## src/hdl/varc_pkg.sv

```systemverilog
// Shared types and constants of the video aspect ratio calculator.
package varc_pkg;

  // Default frame dimension width.
  localparam int unsigned DIM_BITS_DEF = 12;

  // Aspect format codes carried on the input.
  typedef enum logic [1:0] {
    FMT_SQUARE  = 2'd0,
    FMT_4_3     = 2'd1,
    FMT_16_9    = 2'd2,
    FMT_221_100 = 2'd3
  } aspect_fmt_e;

  // Fixed display aspect terms, indexed by format code (square reads as 1:1).
  localparam logic [7:0] FIXED_NUM [4] = '{8'd1, 8'd4, 8'd16, 8'd221};
  localparam logic [6:0] FIXED_DEN [4] = '{7'd1, 7'd3, 7'd9, 7'd100};

  // Divider status handed back to the sequencer.
  typedef struct packed {
    logic busy;
    logic done;
  } div_stat_t;

endpackage

```

## src/hdl/video_aspect_ratio_calculator_unit.sv

```systemverilog
// Top level of the video aspect ratio calculator: sequencer around a shared divider.
//
//  channel | direction | handshake              | word
//  --------+-----------+------------------------+------------------------------------------
//  in      | input     | in_valid_i/in_ready_o  | frame_width, frame_height, aspect_format
//  out     | output    | out_valid_o/out_ready_i| display_num/den, pixel_num/den
//
//  Every remainder of the Euclid loop and both reducing divisions go through the one
//  shift-subtract divider, W = DIM_BITS + 8 bits wide, at a bit per cycle.
//  The input takes no new word until the current one has been written to the output
//  register. Reset clears the sequencer, the divider control and the output valid.
//  A stalled output holds the finished word; the sequencer waits in its last state.
module video_aspect_ratio_calculator_unit #(
  parameter int unsigned DIM_BITS = varc_pkg::DIM_BITS_DEF
) (
  input  logic                clk_i,
  input  logic                rst_ni,
  input  logic                in_valid_i,
  output logic                in_ready_o,
  input  logic [DIM_BITS-1:0] frame_width_i,
  input  logic [DIM_BITS-1:0] frame_height_i,
  input  logic [1:0]          aspect_format_i,
  output logic                out_valid_o,
  input  logic                out_ready_i,
  output logic [DIM_BITS-1:0] display_num_o,
  output logic [DIM_BITS-1:0] display_den_o,
  output logic [DIM_BITS+7:0] pixel_num_o,
  output logic [DIM_BITS+6:0] pixel_den_o
);
  import varc_pkg::*;

  // Working width: wide enough for the pixel aspect products.
  localparam int unsigned W = DIM_BITS + 8;

  typedef enum logic [2:0] {
    ST_IDLE,
    ST_MUL,
    ST_EUC,
    ST_EUC_W,
    ST_RED_N,
    ST_RED_D,
    ST_DONE
  } state_e;

  state_e              state_q;
  logic [DIM_BITS-1:0] w_q, h_q;
  logic                square_q;
  logic [DIM_BITS-1:0] disp_num_q, disp_den_q;
  logic [W-1:0]        n_q, d_q;     // pair being reduced
  logic [W-1:0]        a_q, b_q;     // Euclid operands
  logic [W-1:0]        g_q;          // greatest common divisor
  logic                out_valid_q;
  logic [DIM_BITS-1:0] out_dnum_q, out_dden_q;
  logic [W-1:0]        out_pnum_q;
  logic [W-2:0]        out_pden_q;

  logic [2*DIM_BITS-1:0] prod_n, prod_d;
  logic [W-1:0]          n_init, d_init;

  logic       div_start;
  logic [W-1:0] div_dividend, div_divisor;
  div_stat_t  div_stat;
  logic [W-1:0] div_quo, div_rem;

  // Pixel aspect terms: display terms crossed with the frame size.
  assign prod_n = disp_num_q * h_q;
  assign prod_d = disp_den_q * w_q;
  assign n_init = square_q ? W'(w_q) : prod_n[W-1:0];
  assign d_init = square_q ? W'(h_q) : prod_d[W-1:0];

  // Divider launch and operand selection.
  always_comb begin
    div_start    = 1'b0;
    div_dividend = a_q;
    div_divisor  = b_q;
    unique case (state_q)
      ST_EUC: begin
        if (b_q != '0) begin
          // Next Euclid remainder.
          div_start = 1'b1;
        end else if (a_q != '0) begin
          // Euclid done, a is the divisor: reduce the numerator.
          div_start    = 1'b1;
          div_dividend = n_q;
          div_divisor  = a_q;
        end
      end
      ST_RED_N: begin
        div_start    = div_stat.done;
        div_dividend = d_q;
        div_divisor  = g_q;
      end
      default: begin
      end
    endcase
  end

  varc_divider #(
    .WIDTH(W)
  ) u_divider (
    .clk_i      (clk_i),
    .rst_ni     (rst_ni),
    .start_i    (div_start),
    .dividend_i (div_dividend),
    .divisor_i  (div_divisor),
    .stat_o     (div_stat),
    .quotient_o (div_quo),
    .remainder_o(div_rem)
  );

  always_ff @(posedge clk_i or negedge rst_ni) begin
    if (!rst_ni) begin
      state_q     <= ST_IDLE;
      out_valid_q <= 1'b0;
    end else begin
      // Raise the output word from the final state, drop it once it is taken.
      if (state_q == ST_DONE && (!out_valid_q || out_ready_i)) begin
        out_valid_q <= 1'b1;
      end else if (out_valid_q && out_ready_i) begin
        out_valid_q <= 1'b0;
      end
      unique case (state_q)
        ST_IDLE: begin
          if (in_valid_i) begin
            state_q <= ST_MUL;
          end
        end
        ST_MUL: begin
          state_q <= ST_EUC;
        end
        ST_EUC: begin
          if (b_q != '0) begin
            state_q <= ST_EUC_W;
          end else if (a_q == '0) begin
            // Both terms zero: leave the pair unreduced.
            state_q <= ST_DONE;
          end else begin
            state_q <= ST_RED_N;
          end
        end
        ST_EUC_W: begin
          if (div_stat.done) begin
            state_q <= ST_EUC;
          end
        end
        ST_RED_N: begin
          if (div_stat.done) begin
            state_q <= ST_RED_D;
          end
        end
        ST_RED_D: begin
          if (div_stat.done) begin
            state_q <= ST_DONE;
          end
        end
        ST_DONE: begin
          if (!out_valid_q || out_ready_i) begin
            state_q <= ST_IDLE;
          end
        end
        default: begin
          state_q <= ST_IDLE;
        end
      endcase
    end
  end

  // Datapath registers, no reset needed.
  always_ff @(posedge clk_i) begin
    unique case (state_q)
      ST_IDLE: begin
        if (in_valid_i) begin
          w_q        <= frame_width_i;
          h_q        <= frame_height_i;
          square_q   <= (aspect_format_i == FMT_SQUARE);
          disp_num_q <= DIM_BITS'(FIXED_NUM[aspect_format_i]);
          disp_den_q <= DIM_BITS'(FIXED_DEN[aspect_format_i]);
        end
      end
      ST_MUL: begin
        n_q <= n_init;
        d_q <= d_init;
        a_q <= n_init;
        b_q <= d_init;
      end
      ST_EUC: begin
        if (b_q == '0) begin
          g_q <= a_q;
        end
      end
      ST_EUC_W: begin
        if (div_stat.done) begin
          a_q <= b_q;
          b_q <= div_rem;
        end
      end
      ST_RED_N: begin
        if (div_stat.done) begin
          n_q <= div_quo;
        end
      end
      ST_RED_D: begin
        if (div_stat.done) begin
          d_q <= div_quo;
        end
      end
      ST_DONE: begin
        if (!out_valid_q || out_ready_i) begin
          if (square_q) begin
            out_dnum_q <= n_q[DIM_BITS-1:0];
            out_dden_q <= d_q[DIM_BITS-1:0];
            out_pnum_q <= W'(1);
            out_pden_q <= (W-1)'(1);
          end else begin
            out_dnum_q <= disp_num_q;
            out_dden_q <= disp_den_q;
            out_pnum_q <= n_q;
            out_pden_q <= d_q[W-2:0];
          end
        end
      end
      default: begin
      end
    endcase
  end

  assign in_ready_o    = (state_q == ST_IDLE);
  assign out_valid_o   = out_valid_q;
  assign display_num_o = out_dnum_q;
  assign display_den_o = out_dden_q;
  assign pixel_num_o   = out_pnum_q;
  assign pixel_den_o   = out_pden_q;

  // An accepted word closes the input until its result is written.
  assert property (@(posedge clk_i) disable iff (!rst_ni)
    in_valid_i && in_ready_o |=> !in_ready_o)
    else $error("input still open after accept");

  // Never launch the divider while it is busy.
  assert property (@(posedge clk_i) disable iff (!rst_ni)
    div_start |-> !div_stat.busy)
    else $error("divider launched while busy");

  // Never divide by zero.
  assert property (@(posedge clk_i) disable iff (!rst_ni)
    div_start |-> div_divisor != '0)
    else $error("divider launched with zero divisor");

  // A new output word only comes from the final state.
  assert property (@(posedge clk_i) disable iff (!rst_ni)
    $rose(out_valid_o) |-> $past(state_q) == ST_DONE)
    else $error("output word raised outside final state");

endmodule

```

## src/hdl/varc_divider.sv

```systemverilog
// Restoring shift-subtract divider, one quotient bit per cycle.
module varc_divider #(
  parameter int unsigned WIDTH = varc_pkg::DIM_BITS_DEF + 8
) (
  input  logic                clk_i,
  input  logic                rst_ni,
  input  logic                start_i,
  input  logic [WIDTH-1:0]    dividend_i,
  input  logic [WIDTH-1:0]    divisor_i,
  output varc_pkg::div_stat_t stat_o,
  output logic [WIDTH-1:0]    quotient_o,
  output logic [WIDTH-1:0]    remainder_o
);
  import varc_pkg::*;

  localparam int unsigned CntBits = $clog2(WIDTH + 1);

  logic               active_q;
  logic               done_q;
  logic [CntBits-1:0] cnt_q;
  logic [WIDTH-1:0]   rem_q;
  logic [WIDTH-1:0]   quo_q;
  logic [WIDTH-1:0]   den_q;
  logic [WIDTH:0]     shifted;
  logic [WIDTH:0]     trial;

  // Bring down the next dividend bit and try a subtract.
  assign shifted = {rem_q, quo_q[WIDTH-1]};
  assign trial   = shifted - {1'b0, den_q};

  always_ff @(posedge clk_i or negedge rst_ni) begin
    if (!rst_ni) begin
      active_q <= 1'b0;
      done_q   <= 1'b0;
      cnt_q    <= '0;
    end else begin
      done_q <= 1'b0;
      if (start_i && !active_q) begin
        active_q <= 1'b1;
        cnt_q    <= CntBits'(WIDTH);
      end else if (active_q) begin
        cnt_q <= cnt_q - CntBits'(1);
        if (cnt_q == CntBits'(1)) begin
          active_q <= 1'b0;
          done_q   <= 1'b1;
        end
      end
    end
  end

  always_ff @(posedge clk_i) begin
    if (start_i && !active_q) begin
      rem_q <= '0;
      quo_q <= dividend_i;
      den_q <= divisor_i;
    end else if (active_q) begin
      if (!trial[WIDTH]) begin
        rem_q <= trial[WIDTH-1:0];
        quo_q <= {quo_q[WIDTH-2:0], 1'b1};
      end else begin
        rem_q <= shifted[WIDTH-1:0];
        quo_q <= {quo_q[WIDTH-2:0], 1'b0};
      end
    end
  end

  assign stat_o.busy  = active_q;
  assign stat_o.done  = done_q;
  assign quotient_o   = quo_q;
  assign remainder_o  = rem_q;

endmodule
```

## config.mk

```make
export PLATFORM = sky130hd
export DESIGN_NAME = video_aspect_ratio_calculator_unit
export DESIGN_NICKNAME = d
export VERILOG_FILES = /design/src/hdl/varc_pkg.sv /design/src/hdl/video_aspect_ratio_calculator_unit.sv /design/src/hdl/varc_divider.sv
export SDC_FILE = /design/constraint.sdc
export NUM_CORES = 1
export LEC_CHECK = 0
export ABC_AREA = 1
export BUFFER_PORTS_ARGS = -buffer_cell sky130_fd_sc_hd__buf_2
export CORE_MARGIN = 2
export CORE_UTILIZATION = 60
export CTS_BUF_LIST = sky130_fd_sc_hd__clkbuf_8
export DETAILED_ROUTE_END_ITERATION = 7
export HOLD_SLACK_MARGIN = 0.06
export PLACE_DENSITY = 0.78
export SLEW_MARGIN = 20
export SYNTH_ARGS = -nofsm -noshare
export SYNTH_HDL_FRONTEND = slang
export SYNTH_SLANG_ARGS = --single-unit
```

## constraint.sdc

```tcl
create_clock -name clk_i -period 12.75 [get_ports clk_i]
set_input_delay 0.6375 -clock clk_i [delete_from_list [all_inputs] [get_ports clk_i]]
set_output_delay 0.6375 -clock clk_i [all_outputs]
set_load 0.03 [all_outputs]
```

==> flow_metrics.py <==
metrics = {
    "power": {
        "clkPwrFrac": 0.135,
        "netSwitchingFraction": 0.495,
        "p_leak_nw": 10.0,
        "p_int_mw": 2.68,
        "p_switching_mw": 2.63,
        "power_mw": 5.31,
        "max-vdd-ir-drop_mv": 0.151,
        "pwr-share-comb": 0.568,
        "power.density_nw_per_um2": 268,
        "seq_power_share": 0.297,
    },
    "timing": {
        "setup_violations": 0,
        "skew_ns": 0.0374,
        "slew_viol_final": 0,
        "max_freq_ghz": 0.188,
        "maxSlewHeadroom": 0.277,
        "period_minus_slack_ns": 5.31,
        "tightest_slew_ns": 1.08,
        "tns_ns": 0,
        "rsz0062_at_grt": "no",
        "post-route-period-util": 0.417,
        "hold_viol": 0,
    },
    "outcome": {
        "status": "finished clean",
    },
    "routing": {
        "route.met3.wl_mm": 4.70,
        "drt_first_pass_iters": 5,
        "wl_mm": 49.1,
        "wl_met1_mm": 19.5,
        "viasPerCell": 5.61,
        "top_layer_used": "met4",
        "drt_first_iter_violations": 1859,
        "wl_per_cell_um": 18.1,
        "ant_nets": 0,
        "vias": 15197,
        "drcViolationCount": 0,
        "route.met2.wl_mm": 22.7,
    },
    "synthesis": {
        "avgSynthCellArea_um2": 8.29,
        "synthArstFlopShare": 0.0414,
        "synth_nets": 2427,
        "synth_edf_count": 235,
        "ys_seq_area_frac": 0.424,
        "ys.flop_type": "edfxtp_1",
        "yosys_warnings": 0,
        "yosysUniqueCellTypes": 44,
        "ys_seq_elements": 266,
        "synth_area_um2": 18200,
        "synth_cells": 2199,
    },
    "critical_path": {
        "cp_cell_sequence": "nand2_1 > fa_1 > fa_1 > inv_1 > fa_1 > inv_1 > fa_1 > inv_1 > ha_1 > a21oi_1 > o21ai_0 > nand2_1 > nand3_1 > o21ai_0 > o21ai_0",
        "slowest_stage": "edfxtp_1",
        "crit_required_ns": 13.04,
        "r2r_slack_ns": 7.44,
        "crit_buf_inv": 3,
        "cp-end-kind": "flip-flop",
        "path_class": "reg -> reg",
        "startpoint_type": "flip-flop",
        "reg2reg_depth": 15,
        "cp_max_fo": 25,
        "cpMostUsedCell": "fa_1",
        "reg2reg_to": "b_q[12]",
        "timing.rr.start": "disp_den_q[5]",
        "critical_path.top_delay_family": "adder cells",
        "cpPeakStageDelay_ns": 0.94,
        "worstPathArrival_ns": 5.60,
    },
    "finish": {
        "layoutNonFillerInstCount": 2708,
        "layout_common_cells": "nand2_1, inv_1, edfxtp_1, nor2_1, nand3_1",
        "final_area_um2": 19800,
        "layout.nets": 2511,
        "drive_above_1_share": 0.0815,
        "antenna_cells": 0,
        "syn2layout_area_growth_pct": 8.69,
        "final_common_cell": "nand2_1",
    },
    "min_path": {
        "min_from": "frame_height_i[11]",
        "hold_end": "h_q[11]",
        "whs_path_depth": 1,
        "min_path_type": "in -> reg",
    },
    "grt": {
        "grt_antenna_before_repair": 0,
        "grt-ovfl-total": 0,
        "grt_pass1_wl_mm": 77.9,
        "grt_util_all_layers": 0.319,
        "grt_pass1_vias": 14806,
        "grt_max_degree": 64,
    },
    "placed_design": {
        "dp_hpwl_mm": 37.0,
        "gp_congestion": 0.966,
        "numPortBuffers": 94,
        "dp_cells": 2626,
        "placed_area_um2": 19000,
    },
    "die": {
        "ios": 95,
        "start_util": 0.612,
        "die_y_um": 178,
        "die_x_um": 178,
        "row_count": 63,
        "die_area_um2": 31800,
        "coreArea_um2": 29800,
    },
    "clocking": {
        "path_clk_slew_ns": 0.06,
        "h-tree-depth": 2,
        "clockBufferDepth": 3,
        "cts_hold_buffers": 1,
        "cts_resized": 0,
        "insertion_delay_ns": 0.60,
        "cts-root-buf": "clkbuf_8",
        "cts_setup_buffers": 0,
        "cts-buffers-inserted": 44,
        "cts.sinks": 266,
        "cts_tree": "built",
    },
    "flow_run": {
        "cap_violations": 0,
    },
}
## Yosys cell counts (2+ instances only)
| cell type | number | area share |
|---|---|---|
| or2_2 | 3 | 0.0010 |
| nand2_4 | 2 | 0.0012 |
| nand4_1 | 17 | 0.0058 |
| o21ai_1 | 4 | 0.0011 |
| nor3_1 | 9 | 0.0025 |
| dfxtp_1 | 20 | 0.022 |
| o21bai_1 | 9 | 0.0037 |
| nor2_1 | 190 | 0.039 |
| o211ai_1 | 3 | 0.0012 |
| xnor2_1 | 12 | 0.0058 |
| buf_1 | 5 | 0.0010 |
| clkbuf_1 | 44 | 0.0091 |
| a21o_1 | 4 | 0.0016 |
| edfxtp_1 | 235 | 0.39 |
| nand3_1 | 165 | 0.045 |
| nor2_2 | 4 | 0.0014 |
| nand2_1 | 585 | 0.12 |
| inv_2 | 6 | 0.0012 |
| buf_2 | 10 | 0.0027 |
| fa_1 | 68 | 0.075 |
| o22ai_1 | 5 | 0.0017 |
| nand3_2 | 2 | 0.0011 |
| buf_4 | 8 | 0.0033 |
| inv_1 | 387 | 0.080 |
| nand3b_1 | 14 | 0.0058 |
| dfrtp_1 | 11 | 0.015 |
| and2_1 | 2 | 0.00069 |
| xor2_1 | 11 | 0.0053 |
| nand2_2 | 5 | 0.0017 |
| o21ai_0 | 129 | 0.035 |
| a21oi_1 | 78 | 0.021 |
| a31oi_1 | 11 | 0.0038 |
| ha_1 | 130 | 0.089 |
## power by group through the flow
stage / registers [mW] / logic (mW) / clock network (mW)
6_report: 1.58 / 3.02 / 0.715
5_1_grt: 1.60 / 3.42 / 0.754
4_1_cts: 1.57 / 2.98 / 0.718
2_1_floorplan: 1.47 / 2.21 / 0
3_5_place_dp: 1.58 / 2.96 / 0
3_3_place_gp: 1.58 / 2.90 / 0
## worst reg2reg max path, stage by stage, from the launching register on
cell	delay, ns
edfxtp_1	0.94
nand2_1	0.24
fa_1	0.56
fa_1	0.49
inv_1	0.05
fa_1	0.52
inv_1	0.05
fa_1	0.52
inv_1	0.04
ha_1	0.35
a21oi_1	0.23
o21ai_0	0.13
nand2_1	0.07
nand3_1	0.07
o21ai_0	0.59
o21ai_0	0.16
## through the flow
step	utilization	hold slack, ns	setup WS (ns)
after floorplan	-	0.342	8.09
after global placement	0.637	0.444	7.61
after detailed placement	0.637	0.450	7.49
after CTS	0.665	0.195	7.48
after global routing	0.665	0.195	7.15
final	0.665	0.222	7.44
## worst max-delay path by stage
stage               endpoint  depth (start not counted)           from
finish               b_q[12]                         15  disp_den_q[5]
global route         b_q[12]                         15  disp_den_q[5]
CTS                  b_q[12]                         15  disp_den_q[5]
detailed placement   b_q[12]                         15  disp_den_q[5]
global placement     b_q[12]                         15  disp_den_q[5]
floorplan            n_q[17]                         20  disp_den_q[5]
## final cells by class
type	count	area (µm²)
fill	2522	9990
multi-input combinational	1472	8740
sequential	266	7730
inverter	393	1480
clock buffer	45	619
timing repair buffer	106	563
tap	390	488
clock inverter	36	189
## kinds of logic after synthesis
kind of cell	synth area share
simple gates	0.230
buf+inv	0.0979
flops	0.424
compound gates	0.0727
fa+ha+maj	0.164
xor+xnor	0.0111
## state kept, by name, summed over array words and instances, names as in the netlist, 19 cells and up
| signal | cells |
|---|---|
| pixel_num_o | 20 |
| u_divider.remainder_o | 20 |
| b_q | 20 |
| g_q | 20 |
| a_q | 20 |
| u_divider.den_q | 20 |
| d_q | 20 |
| pixel_den_o | 19 |
| n_q | 20 |
| u_divider.quotient_o | 20 |
## per-layer routing
metal  vias to the layer above  track usage
met3                       150       0.0550
met2                       824        0.519
met5                         -            0
met4                         0        0.136
met1                      6978        0.424
li1                       7245            -
(Power assumes the default switching activity.)
